--- src/sv/tabular_q_learning_agent_assert.svh ---
// Assertion macros shared by the agent RTL.
`ifndef TABULAR_Q_LEARNING_AGENT_ASSERT_SVH
`define TABULAR_Q_LEARNING_AGENT_ASSERT_SVH

// Same-cycle implication.
`define TQLA_ASSERT_IMP(label, clk, rst_n, ante, cons) \
    label: assert property (@(posedge clk) disable iff (!rst_n) (ante) |-> (cons)) \
        else $error("tabular_q_learning_agent: assertion failed");

// Next-cycle implication.
`define TQLA_ASSERT_NXT(label, clk, rst_n, ante, cons) \
    label: assert property (@(posedge clk) disable iff (!rst_n) (ante) |=> (cons)) \
        else $error("tabular_q_learning_agent: assertion failed");

`endif

--- src/sv/tqla_pkg.sv ---
package tqla_pkg;

    localparam int DATA_W    = 16;
    localparam int FIELD_W   = 2;
    localparam int CFG_IDX_W = 3;

    // Opcodes
    localparam logic [FIELD_W-1:0] OP_SELECT = 2'd0;
    localparam logic [FIELD_W-1:0] OP_UPDATE = 2'd1;
    localparam logic [FIELD_W-1:0] OP_CLEAR  = 2'd2;

    // Configuration register indexes
    localparam logic [CFG_IDX_W-1:0] REG_LEARN_RATE    = 3'd0;
    localparam logic [CFG_IDX_W-1:0] REG_DISCOUNT      = 3'd1;
    localparam logic [CFG_IDX_W-1:0] REG_EXPLORE_DECAY = 3'd2;
    localparam logic [CFG_IDX_W-1:0] REG_EXPLORE_FLOOR = 3'd3;
    localparam logic [CFG_IDX_W-1:0] REG_EXPLORE_START = 3'd4;
    localparam logic [CFG_IDX_W-1:0] REG_TRAINING_ON   = 3'd5;

    // Reset values of the configuration registers
    localparam logic [DATA_W-1:0] LEARN_RATE_RST    = 16'd19661;
    localparam logic [DATA_W-1:0] DISCOUNT_RST      = 16'd58982;
    localparam logic [DATA_W-1:0] EXPLORE_DECAY_RST = 16'd65208;
    localparam logic [DATA_W-1:0] EXPLORE_FLOOR_RST = 16'd0;
    localparam logic [DATA_W-1:0] EXPLORE_START_RST = 16'd26214;

    typedef logic signed [DATA_W-1:0] t_q88;

    // Stage enables of the update datapath
    typedef struct packed {
        logic mul1;
        logic sum;
        logic mul2;
    } t_upd_ctrl;

endpackage

--- src/sv/tqla_ram.sv ---
module tqla_ram #(
    parameter int WIDTH = 16,
    parameter int DEPTH = 9,
    localparam int AW = (DEPTH > 1) ? $clog2(DEPTH) : 1
) (
    input  logic             i_clk,
    input  logic             i_we,
    input  logic [AW-1:0]    i_waddr,
    input  logic [WIDTH-1:0] i_wdata,
    input  logic [AW-1:0]    i_raddr,
    output logic [WIDTH-1:0] o_rdata
);

    logic [WIDTH-1:0] r_mem [DEPTH];
    logic [WIDTH-1:0] r_rdata;

    always_ff @(posedge i_clk) begin
        if (i_we) begin
            r_mem[i_waddr] <= i_wdata;
        end
        r_rdata <= r_mem[i_raddr];
    end

    assign o_rdata = r_rdata;

endmodule

--- src/sv/tqla_upd.sv ---
module tqla_upd (
    input  logic                              i_clk,
    input  tqla_pkg::t_upd_ctrl               i_ctrl,
    input  logic [tqla_pkg::DATA_W-1:0]       i_learn_rate,
    input  logic [tqla_pkg::DATA_W-1:0]       i_discount,
    input  tqla_pkg::t_q88                    i_reward,
    input  tqla_pkg::t_q88                    i_row_max,
    input  tqla_pkg::t_q88                    i_entry,
    output tqla_pkg::t_q88                    o_new_value
);
    import tqla_pkg::*;

    localparam int GM_W    = 2 * DATA_W + 1;        // Q8.24 gamma * max
    localparam int TGT_W   = GM_W + 2;              // Q8.24 target, with headroom
    localparam int PROD_W  = TGT_W + DATA_W + 1;    // Q8.40 alpha * target
    localparam int DELTA_W = PROD_W - 2 * DATA_W;   // Q8.8 step after the shift
    localparam int SUM_W   = DELTA_W + 1;
    localparam logic signed [PROD_W-1:0] HALF = PROD_W'(64'd2147483648);
    localparam logic signed [SUM_W-1:0]  Q_MAX = SUM_W'(32767);
    localparam logic signed [SUM_W-1:0]  Q_MIN = -SUM_W'(32768);

    logic signed [GM_W-1:0]    r_gm;
    logic signed [TGT_W-1:0]   r_target;
    logic signed [PROD_W-1:0]  r_prod;
    logic signed [TGT_W-1:0]   tgt_reward;
    logic signed [TGT_W-1:0]   tgt_gm;
    logic signed [TGT_W-1:0]   tgt_entry;
    logic signed [PROD_W-1:0]  rounded;
    logic signed [DELTA_W-1:0] delta;
    logic signed [SUM_W-1:0]   sum;

    always_comb begin
        tgt_reward = {{(TGT_W-2*DATA_W){i_reward[DATA_W-1]}}, i_reward, {DATA_W{1'b0}}};
        tgt_entry  = {{(TGT_W-2*DATA_W){i_entry[DATA_W-1]}}, i_entry, {DATA_W{1'b0}}};
        tgt_gm     = {{(TGT_W-GM_W){r_gm[GM_W-1]}}, r_gm};
    end

    always_ff @(posedge i_clk) begin
        if (i_ctrl.mul1) begin
            r_gm <= $signed({1'b0, i_discount}) * i_row_max;
        end
        if (i_ctrl.sum) begin
            r_target <= tgt_reward + tgt_gm - tgt_entry;
        end
        if (i_ctrl.mul2) begin
            r_prod <= $signed({1'b0, i_learn_rate}) * r_target;
        end
    end

    // Round half up, floor to Q8.8, add to the entry and saturate.
    always_comb begin
        rounded = r_prod + HALF;
        delta   = rounded[PROD_W-1:2*DATA_W];
        sum     = {{(SUM_W-DATA_W){i_entry[DATA_W-1]}}, i_entry} + {delta[DELTA_W-1], delta};
        if (sum > Q_MAX) begin
            o_new_value = 16'sh7FFF;
        end else if (sum < Q_MIN) begin
            o_new_value = 16'sh8000;
        end else begin
            o_new_value = sum[DATA_W-1:0];
        end
    end

endmodule

--- src/sv/tabular_q_learning_agent.sv ---
// Select: row scan (S_SCAN), S_DRAIN, S_FIN; update with training on: row scan, S_ENTRY,
// S_GMUL, S_TGT, S_AMUL, S_WB; every other item: S_FIN. The result strobe is registered
// from S_WB or S_FIN. The row scan reads one table entry per cycle through the single
// memory read port. A word is taken only while idle, as early as the edge that ends its
// predecessor's strobe. Synchronous reset clears the table (by valid bits), loads all
// register defaults and sets epsilon to the starting value; the receiver cannot stall.
`include "tabular_q_learning_agent_assert.svh"

module tabular_q_learning_agent #(
    parameter int STATE_COUNT  = 3,
    parameter int ACTION_COUNT = 3
) (
    input  logic                                i_clk,
    input  logic                                i_rst_n,
    input  logic                                start,
    output logic                                busy,
    input  logic [tqla_pkg::FIELD_W-1:0]        i_opcode,
    input  logic [tqla_pkg::FIELD_W-1:0]        i_cur_state,
    input  logic [tqla_pkg::FIELD_W-1:0]        i_taken_action,
    input  logic [tqla_pkg::FIELD_W-1:0]        i_following_state,
    input  logic signed [tqla_pkg::DATA_W-1:0]  i_reward_value,
    input  logic [tqla_pkg::DATA_W-1:0]         i_random_draw,
    input  logic [tqla_pkg::FIELD_W-1:0]        i_random_action,
    input  logic                                i_cfg_we,
    input  logic [tqla_pkg::CFG_IDX_W-1:0]      i_cfg_idx,
    input  logic [tqla_pkg::DATA_W-1:0]         i_cfg_data,
    output logic                                o_done,
    output logic [tqla_pkg::FIELD_W-1:0]        o_chosen_action,
    output logic                                o_explored,
    output logic signed [tqla_pkg::DATA_W-1:0]  o_new_value,
    output logic [tqla_pkg::DATA_W-1:0]         o_epsilon_now
);
    import tqla_pkg::*;

    localparam int DEPTH  = STATE_COUNT * ACTION_COUNT;
    localparam int ST_W   = $clog2(STATE_COUNT);
    localparam int AC_W   = $clog2(ACTION_COUNT);
    localparam int ADDR_W = $clog2(DEPTH);

    localparam logic [3:0] S_IDLE  = 4'd0;
    localparam logic [3:0] S_SCAN  = 4'd1;
    localparam logic [3:0] S_DRAIN = 4'd2;
    localparam logic [3:0] S_ENTRY = 4'd3;
    localparam logic [3:0] S_GMUL  = 4'd4;
    localparam logic [3:0] S_TGT   = 4'd5;
    localparam logic [3:0] S_AMUL  = 4'd6;
    localparam logic [3:0] S_WB    = 4'd7;
    localparam logic [3:0] S_FIN   = 4'd8;

    logic [3:0]        r_state;
    logic [3:0]        n_state;

    // Configuration and epsilon
    logic [DATA_W-1:0] r_learn_rate;
    logic [DATA_W-1:0] r_discount;
    logic [DATA_W-1:0] r_decay;
    logic [DATA_W-1:0] r_floor;
    logic [DATA_W-1:0] r_start_eps;
    logic              r_train;
    logic [DATA_W-1:0] r_eps;

    // Latched command word
    logic [FIELD_W-1:0] r_op;
    logic [ST_W-1:0]    r_row;
    logic [ST_W-1:0]    r_cs;
    logic [AC_W-1:0]    r_ta;
    logic [AC_W-1:0]    r_ra;
    t_q88               r_reward;
    logic [DATA_W-1:0]  r_draw;

    // Row scan
    logic [AC_W-1:0]    r_idx;
    logic               r_pend_scan;
    logic [AC_W-1:0]    r_pend_act;
    t_q88               r_best;
    logic [AC_W-1:0]    r_best_act;
    t_q88               r_entry;

    // Table memory
    logic [DEPTH-1:0]   r_valid;
    logic               r_rd_ok;
    logic [ADDR_W-1:0]  rd_addr;
    logic [ADDR_W-1:0]  scan_addr;
    logic [ADDR_W-1:0]  entry_addr;
    logic [DATA_W-1:0]  ram_q;
    t_q88               rd_val;
    logic               ram_we;

    // Output registers
    logic               r_done;
    logic [FIELD_W-1:0] r_chosen;
    logic               r_explored;
    t_q88               r_new_value;
    logic [DATA_W-1:0]  r_eps_out;

    logic [ST_W-1:0]    cs_c;
    logic [ST_W-1:0]    fs_c;
    logic [AC_W-1:0]    ta_c;
    logic [AC_W-1:0]    ra_c;
    logic               accept;
    logic               explore;
    logic [2*DATA_W-1:0] eps_prod;
    logic [DATA_W-1:0]  eps_decayed;
    t_upd_ctrl          upd_ctrl;
    t_q88               upd_nv;

    assign busy   = (r_state != S_IDLE);
    assign accept = start && !busy;

    // Out-of-range indexes take the last row or column.
    always_comb begin
        cs_c = (int'(i_cur_state) >= STATE_COUNT) ? ST_W'(STATE_COUNT - 1)
                                                  : ST_W'(i_cur_state);
        fs_c = (int'(i_following_state) >= STATE_COUNT) ? ST_W'(STATE_COUNT - 1)
                                                        : ST_W'(i_following_state);
        ta_c = (int'(i_taken_action) >= ACTION_COUNT) ? AC_W'(ACTION_COUNT - 1)
                                                      : AC_W'(i_taken_action);
        ra_c = (int'(i_random_action) >= ACTION_COUNT) ? AC_W'(ACTION_COUNT - 1)
                                                       : AC_W'(i_random_action);
    end

    assign scan_addr  = ADDR_W'(int'(r_row) * ACTION_COUNT + int'(r_idx));
    assign entry_addr = ADDR_W'(int'(r_cs) * ACTION_COUNT + int'(r_ta));
    assign rd_addr    = (r_state == S_ENTRY) ? entry_addr : scan_addr;
    assign ram_we     = (r_state == S_WB);
    assign rd_val     = r_rd_ok ? $signed(ram_q) : '0;

    assign explore     = r_train && (r_draw < r_eps);
    assign eps_prod    = r_eps * r_decay;
    assign eps_decayed = (r_eps > r_floor) ? eps_prod[2*DATA_W-1:DATA_W] : r_eps;

    assign upd_ctrl.mul1 = (r_state == S_GMUL);
    assign upd_ctrl.sum  = (r_state == S_TGT);
    assign upd_ctrl.mul2 = (r_state == S_AMUL);

    tqla_ram #(
        .WIDTH (DATA_W),
        .DEPTH (DEPTH)
    ) u_ram (
        .i_clk   (i_clk),
        .i_we    (ram_we),
        .i_waddr (entry_addr),
        .i_wdata (upd_nv),
        .i_raddr (rd_addr),
        .o_rdata (ram_q)
    );

    tqla_upd u_upd (
        .i_clk        (i_clk),
        .i_ctrl       (upd_ctrl),
        .i_learn_rate (r_learn_rate),
        .i_discount   (r_discount),
        .i_reward     (r_reward),
        .i_row_max    (r_best),
        .i_entry      (r_entry),
        .o_new_value  (upd_nv)
    );

    always_comb begin
        n_state = r_state;
        unique case (r_state)
            S_IDLE: begin
                if (accept) begin
                    if (i_opcode == OP_SELECT || (i_opcode == OP_UPDATE && r_train)) begin
                        n_state = S_SCAN;
                    end else begin
                        n_state = S_FIN;
                    end
                end
            end
            S_SCAN: begin
                if (r_idx == AC_W'(ACTION_COUNT - 1)) begin
                    n_state = (r_op == OP_UPDATE) ? S_ENTRY : S_DRAIN;
                end
            end
            S_DRAIN: n_state = S_FIN;
            S_ENTRY: n_state = S_GMUL;
            S_GMUL:  n_state = S_TGT;
            S_TGT:   n_state = S_AMUL;
            S_AMUL:  n_state = S_WB;
            S_WB:    n_state = S_IDLE;
            S_FIN:   n_state = S_IDLE;
            default: n_state = S_IDLE;
        endcase
    end

    always_ff @(posedge i_clk) begin
        if (!i_rst_n) begin
            r_state     <= S_IDLE;
            r_pend_scan <= 1'b0;
            r_done      <= 1'b0;
            r_valid     <= '0;
        end else begin
            r_state     <= n_state;
            r_pend_scan <= (r_state == S_SCAN);
            r_done      <= (r_state == S_WB) || (r_state == S_FIN);
            if (r_state == S_FIN && r_op == OP_CLEAR) begin
                r_valid <= '0;
            end else if (ram_we) begin
                r_valid[entry_addr] <= 1'b1;
            end
        end
    end

    // Configuration, training flag and epsilon
    always_ff @(posedge i_clk) begin
        if (!i_rst_n) begin
            r_learn_rate <= LEARN_RATE_RST;
            r_discount   <= DISCOUNT_RST;
            r_decay      <= EXPLORE_DECAY_RST;
            r_floor      <= EXPLORE_FLOOR_RST;
            r_start_eps  <= EXPLORE_START_RST;
            r_train      <= 1'b1;
            r_eps        <= EXPLORE_START_RST;
        end else if (i_cfg_we) begin
            unique case (i_cfg_idx)
                REG_LEARN_RATE:    r_learn_rate <= i_cfg_data;
                REG_DISCOUNT:      r_discount   <= i_cfg_data;
                REG_EXPLORE_DECAY: r_decay      <= i_cfg_data;
                REG_EXPLORE_FLOOR: r_floor      <= i_cfg_data;
                REG_EXPLORE_START: r_start_eps  <= i_cfg_data;
                REG_TRAINING_ON: begin
                    r_train <= i_cfg_data[0];
                    if (!i_cfg_data[0]) begin
                        r_eps <= '0;
                    end
                end
                default: ;
            endcase
        end else if (r_state == S_FIN && r_op == OP_CLEAR) begin
            r_train <= 1'b1;
            r_eps   <= r_start_eps;
        end else if (r_state == S_WB) begin
            r_eps <= eps_decayed;
        end
    end

    // Command word, scan and results
    always_ff @(posedge i_clk) begin
        r_rd_ok    <= r_valid[rd_addr];
        r_pend_act <= r_idx;
        if (accept) begin
            r_op     <= i_opcode;
            r_row    <= (i_opcode == OP_SELECT) ? cs_c : fs_c;
            r_cs     <= cs_c;
            r_ta     <= ta_c;
            r_ra     <= ra_c;
            r_reward <= i_reward_value;
            r_draw   <= i_random_draw;
            r_idx    <= '0;
        end else if (r_state == S_SCAN) begin
            r_idx <= r_idx + 1'b1;
        end
        // First highest value wins: replace only on a strictly larger value.
        if (r_pend_scan && (r_pend_act == '0 || rd_val > r_best)) begin
            r_best     <= rd_val;
            r_best_act <= r_pend_act;
        end
        if (r_state == S_GMUL) begin
            r_entry <= rd_val;
        end
        if (r_state == S_WB) begin
            r_chosen    <= '0;
            r_explored  <= 1'b0;
            r_new_value <= upd_nv;
            r_eps_out   <= eps_decayed;
        end else if (r_state == S_FIN) begin
            r_new_value <= '0;
            if (r_op == OP_SELECT) begin
                r_explored <= explore;
                r_chosen   <= explore ? FIELD_W'(r_ra) : FIELD_W'(r_best_act);
            end else begin
                r_explored <= 1'b0;
                r_chosen   <= '0;
            end
            r_eps_out <= (r_op == OP_CLEAR) ? r_start_eps : r_eps;
        end
    end

    assign o_done          = r_done;
    assign o_chosen_action = r_chosen;
    assign o_explored      = r_explored;
    assign o_new_value     = r_new_value;
    assign o_epsilon_now   = r_eps_out;

    `TQLA_ASSERT_IMP(a_done_after_work, i_clk, i_rst_n, o_done, $past(busy))
    `TQLA_ASSERT_IMP(a_done_when_idle, i_clk, i_rst_n, o_done, !busy)
    `TQLA_ASSERT_NXT(a_accept_goes_busy, i_clk, i_rst_n, accept, busy)
    `TQLA_ASSERT_IMP(a_eps_zero_untrained, i_clk, i_rst_n, !r_train, r_eps == '0)
    `TQLA_ASSERT_IMP(a_explore_no_update, i_clk, i_rst_n, o_done && o_explored, o_new_value == '0)

endmodule

--- config.mk ---
export PLATFORM = sky130hd
export DESIGN_NAME = tabular_q_learning_agent
export DESIGN_NICKNAME = d
export VERILOG_FILES = /design/src/sv/tqla_pkg.sv /design/src/sv/tqla_ram.sv /design/src/sv/tqla_upd.sv /design/src/sv/tabular_q_learning_agent.sv
export VERILOG_INCLUDE_DIRS = /design/src /design/src/sv
export SDC_FILE = /design/constraint.sdc
export NUM_CORES = 2
export LEC_CHECK = 0
export ABC_AREA = 1
export BUFFER_PORTS_ARGS = -buffer_cell sky130_fd_sc_hd__buf_2
export CAP_MARGIN = 20
export CORE_ASPECT_RATIO = 0.5
export CORE_MARGIN = 2
export CORE_UTILIZATION = 43
export CTS_CLUSTER_DIAMETER = 50
export CTS_CLUSTER_SIZE = 24
export DETAILED_ROUTE_END_ITERATION = 8
export SLEW_MARGIN = 30
export SYNTH_ARGS = -nofsm -noshare
export SYNTH_HDL_FRONTEND = slang
export SYNTH_SLANG_ARGS = --single-unit
--- constraint.sdc ---
create_clock -name i_clk -period 6.4 [get_ports i_clk]
set_clock_uncertainty 0.15 [all_clocks]
set_input_delay 0.32 -clock i_clk [delete_from_list [all_inputs] [get_ports i_clk]]
set_output_delay 0.32 -clock i_clk [all_outputs]
set_load 0.03 [all_outputs]
==> flow_summary.yaml <==
yosys:
  yosys.area_share.simple_pct: 16.3
  seq_area_frac_synth_pct: 21.3
  synth_top_area_share_pct: 30.8
  yosys_warnings: 0
  synth_fa_ha_area_share_pct: 40.1
  synth-xor-area-share_pct: 1.61
  synth_top_family_by_area: "adder cells"
  syn_area_sq_um: 60900
  synth.area.top_cells: "fa_1 31%, edfxtp_1 17%, inv_1 12%"
  ys.flop_type: "edfxtp_1"
  synth_nets: 8933
  ys_types: 61
  ys_seq_elements: 477
  synth-edff-count: 341
  syn_inst: 7480
  synth-compound-area-share_pct: 6.63
  synth_top_cell_by_area: "fa_1"
  synth_area_per_cell_sq_um: 8.14
  synthMuxAreaShare_pct: 0
  synth-async-reset-ratio_pct: 0
die:
  die_area_sq_um: 145000
  initial_utilization_pct: 43.4
  fp-row-count: 97
  dieWidth_um: 536
  core_sq_um: 140000
  ios: 102
  dieHeight_um: 270
sta:
  rsz0062_at_grt: "yes"
  min_period_ns: 6.22
  whs_ns: 0.0636
  finalSetupViolations: 0
  fin_crit_sh_pct: 97.2
  hold_viol_final: 0
  relSlewSlack_pct: 29.8
  tightest_slew_ns: 1.05
  fmax_mhz: 161
  report.final.slew_viol_count: 0
clock_tree:
  h-tree-depth: 2
  cts_sinks: 477
  cts-buffers-inserted: 49
  cts_tree: "done"
  clk_pin_slew_ns: 0.07
  root_buffer: "clkbuf_16"
  cts.path.max_buffers: 3
  clk_latency_ns: 0.67
worst_setup_path:
  reg2reg_depth: 18
  worst-setup-path-type: "reg -> reg"
  crit_top_cell: "fa_1"
  critPathBufInv: 3
  endpoint_kind: "flip-flop"
  cpMaxStageDelayCell: "fa_2"
  crit_chain: "nand2_1 -> inv_1 -> fa_2 -> inv_1 -> fa_1 -> inv_1 -> fa_1 -> fa_1 -> fa_1 -> fa_1 -> ha_1 -> a21oi_1 -> o21ai_0 -> nor2_1 -> nor2_1 -> a211oi_1 -> nand3_1 -> xor2_1"
  cp.arrival_ns: 6.43
  start_kind: "flip-flop"
  critPathRequiredTime_ns: 6.61
  critical-path-top-delay-family: "adder cells"
  r2r_end: "u_upd.r_prod[48]"
  timing.rr.start: "u_upd.r_target[34]"
  path_max_fanout: 7
  max_stage_delay_ns: 0.64
  ff2ff_setup_slack_ns: 0.18
global_routing:
  grt_pass1_wl_mm: 270
  grt_pass1_vias: 48100
  antenna_found_initial: 6
  track_usage_pct: 23.8
  gr-total-overflow: 0
  grt_max_degree: 85
finish:
  area_growth_pct: 10.9
  final_common_cell: "inv_1"
  post-route-util_pct: 48.1
  fin_nets: 9079
  design_area_sq_um: 67500
  layout.cells.non_filler: 9550
  drive_gt1_share_pct: 7.19
  layout_common_cells: "1932 x inv_1, 1841 x nand2_1, 935 x fa_1"
min_path:
  hold_depth: 5
  hold_end: "r_learn_rate[14]"
  worstHoldPathType: "in -> reg"
  hold_start: "i_cfg_idx[2]"
detailed_routing:
  vias_per_cell: 5.00
  detail-route-antenna-nets: 0
  first_pass_iters: 6
  wl_per_cell_um: 17.8
  drtIter0Drc: 3722
  drt-total-wl_mm: 170
  vias: 47700
  route.detailed.drc: 0
outcome:
  status: "completed"
place:
  place_inst: 9335
  post_dp_cell_area_sq_um: 64300
  gp_congestion: 0.923
  hpwl_mm: 135
  port_buffers: 101
job:
  cap_viol_max_count: 0
-- cells by family after synthesis --
group                    Yosys count
XOR/XNOR                         112
AND/OR/NAND/NOR                 2505
adder cells (fa/ha/maj)         1388
AO/OA/AOI/OAI                    722
flip-flops                       477
buffers and inverters           2276
-- per-layer routing --
layer  vias up  share of wire, %  GRT usage [%]
met5         -            0.0077              0
met2      1397                44           36.9
met3       221               7.6           4.25
li1      22600                 -              -
met1     23600                46           34.8
met4         2               2.0           5.26
-- final cells by class --
class,instances,area [sq um]
fill,13700,72800
timing repair buffer,425,3510
multi-input combinational,4727,39500
sequential,477,13000
clock inverter,38,572
tap,1881,2350
inverter,1946,7310
clock buffer,54,1310
antenna,2,5.00
-- stage by stage --
step | TNS, ns | worst slack [ns]
after floorplan | 0 | 0.282
after global placement | 0 | 0.0491
after detailed placement | 0 | 0.0256
after CTS | 0 | 0.00413
after global routing | -0.109 | -0.0472
final | 0 | 0.179
-- synthesized netlist by cell type, drive strengths merged (10+ instances only) --
cell	n
inv	1942
nand2	1843
fa	938
ha	450
nor2	401
edfxtp	341
clkbuf	303
a21oi	301
o21ai	238
nand3	140
dfxtp	136
xor2	67
xnor2	45
a31oi	41
nand4	38
nor3	37
o22ai	36
o21bai	31
buf	27
o211ai	21
a21o	20
or2	18
nor4	11
nand3b	10
o21a	10
-- sequential cells by signal (all words and copies together), names as in the netlist, 4 cells and up --
signal,flops
u_upd.r_target,35
r_valid,9
r_entry,16
r_decay,16
r_learn_rate,16
r_reward,16
r_start_eps,16
u_ram.r_mem,144
r_best,16
r_floor,16
r_draw,16
r_discount,16
u_ram.o_rdata,16
r_state,4
r_eps,16
o_new_value,16
o_epsilon_now,16
u_upd.r_gm,33
u_upd.r_prod,21
-- how the worst max path moves through the flow --
stage	start	to	slack, ns	cells after the start
final	u_upd.r_target[34]	u_upd.r_prod[48]	0.18	18
after global routing	u_upd.r_target[34]	u_upd.r_prod[45]	-0.05	22
after detailed placement	u_upd.r_target[12]	u_upd.r_prod[35]	0.03	19
after global placement	u_upd.r_target[12]	u_upd.r_prod[35]	0.05	19
after CTS	u_upd.r_target[18]	u_upd.r_prod[35]	0.004	19
after floorplan	r_learn_rate[5]	u_upd.r_prod[44]	0.28	21
-- worst min-delay path: cells and delay by family --
family	cells	cell delay (ns)
buffers and inverters	2	0.31
AND/OR/NAND/NOR	3	0.20
-- repair_timing --
item	4_1_cts	5_1_grt
hold buffers	60	0
buffers inserted	9	51
setup endpoints to repair	4	41
resized for setup	0	45
hold endpoints to repair	122	0
pin swaps	0	2
Power is left out: the tool's default activity adds up to more than one toggle a clock period on the data nets, which glitch-free logic cannot reach.
